### config.mk
export PLATFORM = sky130hd
export DESIGN_NAME = mtbs_ctrl
export DESIGN_NICKNAME = d
export VERILOG_FILES = /design/src/rtl/core/mtbs_pkg.sv /design/src/rtl/core/mtbs_ctrl.sv
export SDC_FILE = /design/constraint.sdc
export NUM_CORES = 1
export LEC_CHECK = 0
export ABC_AREA = 1
export BUFFER_PORTS_ARGS = -buffer_cell sky130_fd_sc_hd__buf_2
export CAP_MARGIN = 30
export CORE_AREA = 2 2 39 41
export DETAILED_ROUTE_END_ITERATION = 12
export DIE_AREA = 0 0 41 43
export PLACE_DENSITY = 0.53
export SYNTH_ARGS = -nofsm -noshare
export SYNTH_HDL_FRONTEND = slang
export SYNTH_SLANG_ARGS = --single-unit
### constraint.sdc
create_clock -name clk -period 1.3 [get_ports clk]
set_input_delay 0.065 -clock clk [delete_from_list [all_inputs] [get_ports clk]]
set_output_delay 0.065 -clock clk [all_outputs]
set_load 0.02 [all_outputs]
### src/rtl/core/mtbs_pkg.sv
// Package for the monotone table bracket search block.
// Holds field widths, command codes, controller states and the command/status structs.
// No dependencies.
package mtbs_pkg;

  localparam int IDX_W  = 10;
  localparam int DATA_W = 32;
  localparam int PADDR_W = 3;
  localparam int PDATA_W = 32;

  localparam logic CMD_LOAD   = 1'b0;
  localparam logic CMD_SEARCH = 1'b1;

  localparam logic REG_LAST_INDEX = 1'b0;

  typedef enum logic [2:0] {
    ST_IDLE,
    ST_RD_FIRST,
    ST_RD_LAST,
    ST_DIR,
    ST_STEP,
    ST_DONE
  } state_t;

  typedef struct packed {
    logic load_wr;
    logic start;
    logic rd_first;
    logic rd_last;
    logic dir;
    logic step;
    logic out_load;
  } dp_cmd_t;

  typedef struct packed {
    logic span_gt1;
    logic more;
  } dp_stat_t;

endpackage

### src/rtl/core/mtbs_ctrl.sv
// Controller state machine for the bracket search: sequences table reads and bisection steps.
// Depends on mtbs_pkg.
module mtbs_ctrl (
  input  logic              clk,
  input  logic              rst,
  input  logic              in_valid,
  output logic              in_ready,
  input  logic              command,
  output logic              out_valid,
  input  logic              out_ready,
  input  mtbs_pkg::dp_stat_t stat,
  output mtbs_pkg::dp_cmd_t  cmd
);
  import mtbs_pkg::*;

  state_t state;
  state_t state_next;

  always_ff @(posedge clk) begin
    if (rst) begin
      state <= ST_IDLE;
    end else begin
      state <= state_next;
    end
  end

  always_comb begin
    state_next = state;
    cmd        = '0;
    in_ready   = 1'b0;
    case (state)
      ST_IDLE: begin
        in_ready = 1'b1;
        if (in_valid) begin
          if (command == CMD_SEARCH) begin
            cmd.start  = 1'b1;
            state_next = ST_RD_FIRST;
          end else begin
            cmd.load_wr = 1'b1;
          end
        end
      end
      ST_RD_FIRST: begin
        cmd.rd_first = 1'b1;
        state_next   = ST_RD_LAST;
      end
      ST_RD_LAST: begin
        cmd.rd_last = 1'b1;
        state_next  = ST_DIR;
      end
      ST_DIR: begin
        cmd.dir    = 1'b1;
        state_next = stat.span_gt1 ? ST_STEP : ST_DONE;
      end
      ST_STEP: begin
        cmd.step   = 1'b1;
        state_next = stat.more ? ST_STEP : ST_DONE;
      end
      ST_DONE: begin
        if (!out_valid || out_ready) begin
          cmd.out_load = 1'b1;
          state_next   = ST_IDLE;
        end
      end
      default: begin
        state_next = ST_IDLE;
      end
    endcase
  end

  always_ff @(posedge clk) begin
    if (rst) begin
      out_valid <= 1'b0;
    end else if (cmd.out_load) begin
      out_valid <= 1'b1;
    end else if (out_ready) begin
      out_valid <= 1'b0;
    end
  end

endmodule

==> results_dict.tcl <==
set metrics [dict create \
    status "finished clean" \
    setup_ws_ps 144 \
    slew_violations 0 \
    cp.arrival_ps 1090 \
    cts_tree "built" \
    clk-insertion-delay-late_ps 230 \
    synth.area.top_cells "dfxtp_1 34%, nand2_1 16%, nor2_1 14%, nand3_1 8.5%, inv_1 8.0%" \
    die_w_um 41 \
    synth_cell_type_count 11 \
    hp-class "input port to flip-flop" \
    synth_edf_count 0 \
    path_clk_slew_ps 40 \
    die_y_um 43 \
    gp_congestion 0.670 \
    fin_nets 67 \
    cp_max_fo 6 \
    clkSinkCount 4 \
    hold_buffers 0 \
    wl_per_cell_um 7.34 \
    viasPerCell 3.99 \
    grt_usage_pct 7.83 \
    hpwl_um 478 \
    syn_inst 40 \
    ys_async_sr_fraction_pct 0 \
    areaGrowthSynthToFinish_pct 56.4 \
    start_util_pct 17.0 \
    fin_tns_setup_ps 0 \
    yosys.area.top_type_share_pct 34.0 \
    drtIter0Drc 3 \
    timing.slew.headroom_pct 85.9 \
    synth_nets 47 \
    yosys_most_used_dff "dfxtp_1" \
    drt_drc_violations_left 0 \
    finalSetupViolCount 0 \
    antenna_found_initial 0 \
    core_um2 1380 \
    place_area_um2 330 \
    clockBufferDepth 2 \
    die-area_um2 1760 \
    synth_area_leader_cell "dfxtp_1" \
    syn-mean-instance-area_um2 5.88 \
    yosys-top-cells-count "10 x nand2_1, 9 x nor2_1, 5 x inv_1" \
    drtAntennaViolNets 0 \
    numCtsBuffers 3 \
    overflow 0 \
    num_rows 14 \
    cts_root_buffer "clkbuf_4" \
    hold_violations 0 \
    cts_setup_buffers 0 \
    drv_cap 0 \
    htreeDepth 1 \
    grt_pass1_vias 259 \
    powerDensity_nw_per_um2 2480 \
    peakVddDrop_mv 0.710 \
    min_period_over_period_pct 88.9 \
    tightest_slew_ps 210 \
    yosysSeqAreaShare_pct 34.0 \
    ys_seq_elements 4 \
    port_buffers 15 \
    io_pins 16 \
    rsz0062_at_grt "false" \
    fill_cells 165 \
    cp-start-kind "flip-flop" \
    wl_um 543 \
    cp-end-kind "output pin" \
    worst_ep_required_time_ps 1240 \
    path_class "flip-flop to output pin" \
    fin_cells 74 \
    vias 295 \
    regToRegSetupSlack_ps 410 \
    place_ws_ps 274 \
    grt_max_degree 7 \
    grt_pass1_wl_um 890 \
    design_area_um2 368 \
    power_mw 0.913 \
    synth_warnings 0 \
    fin_crit_ps 1160 \
    yosysMostFrequentCell "nand2_1" \
    finClkSkew_ps 4.66 \
    firstDrtPassIters 2 \
    dp.cells 71 \
    drive_above_1_share_pct 43.1 \
    leakagePower_nw 0.220 \
    clock.fmax_mhz 865 \
    syn-cell-area_um2 235 \
    diodes 0 \
]
==> layout by cell type (no fill, tap or decap), drive strengths merged <==
master | synthesis | layout
buf | 0 | 15
nand2 | 10 | 10
nor2 | 10 | 10
inv | 7 | 7
nand3 | 4 | 4
dfxtp | 4 | 4
clkbuf | 0 | 3
a21oi | 2 | 2
nor3 | 1 | 1
nand3b | 1 | 1
o21ai | 1 | 1
==> area by class of cell <==
type	count	area, um2	share of cell area [%]
Timing Repair Buffer	15	77.6	21.1
Sequential cell	4	82.6	22.4
Inverter	7	26.3	7.14
Tap cell	16	20.0	5.44
Multi-Input combinational cell	29	139	37.8
Clock buffer	3	22.5	6.12
==> final timing paths <==
kind	start	endpoint	depth (start not counted)
max	state[0]	cmd[6]	6
min	rst	out_valid	2
max reg2reg	state[1]	state[0]	6
min reg2reg	out_valid	out_valid	2
==> layer usage <==
metal | track usage (%) | wire length (um)
met1 | 6.11 | 190
met2 | 12.8 | 296
met3 | 4.71 | 56
met4 | 6.00 | 0
met5 | 0 | 0
==> stage by stage <==
stage	utilization, %	hold slack [ps]
floorplan	-	134
global placement	23.9	269
detailed placement	23.9	270
CTS	25.5	18.8
global route	26.6	30.1
finish	26.6	24.4
==> registers in the layout (all words and copies together) (netlist names) <==
register and cells:
out_valid 1, state 3
==> power by group <==
part / internal [mW] / total, mW / switching [mW] / leakage [nW]
Combinational: 0.188 / 0.523 / 0.335 / 0.172
Clock: 0.103 / 0.147 / 0.0446 / 0.0138
Sequential: 0.174 / 0.242 / 0.0682 / 0.0335
Total: 0.465 / 0.913 / 0.448 / 0.220
==> logic make-up after synthesis <==
kind of cell	Yosys count	synth area share, %
DFF	4	34.0
and+or+nand+nor	26	46.8
AOI/OAI and AO/OA	3	7.98
buffers and inverters	7	11.2
==> worst max-delay path, cell delays in order, from the launching register on <==
cell     delay (ps)
dfxtp_2         350
nor2_4          110
nand2_1          90
inv_2            60
nand2_1          40
nor2_1           70
buf_4           140
==> repair_timing <==
item / CTS / global route
endpoints found under the setup margin: 0 / 3
endpoints found under the hold margin: 0 / 0
resized for setup: 0 / 5
Power figures use the tool's default switching activity.
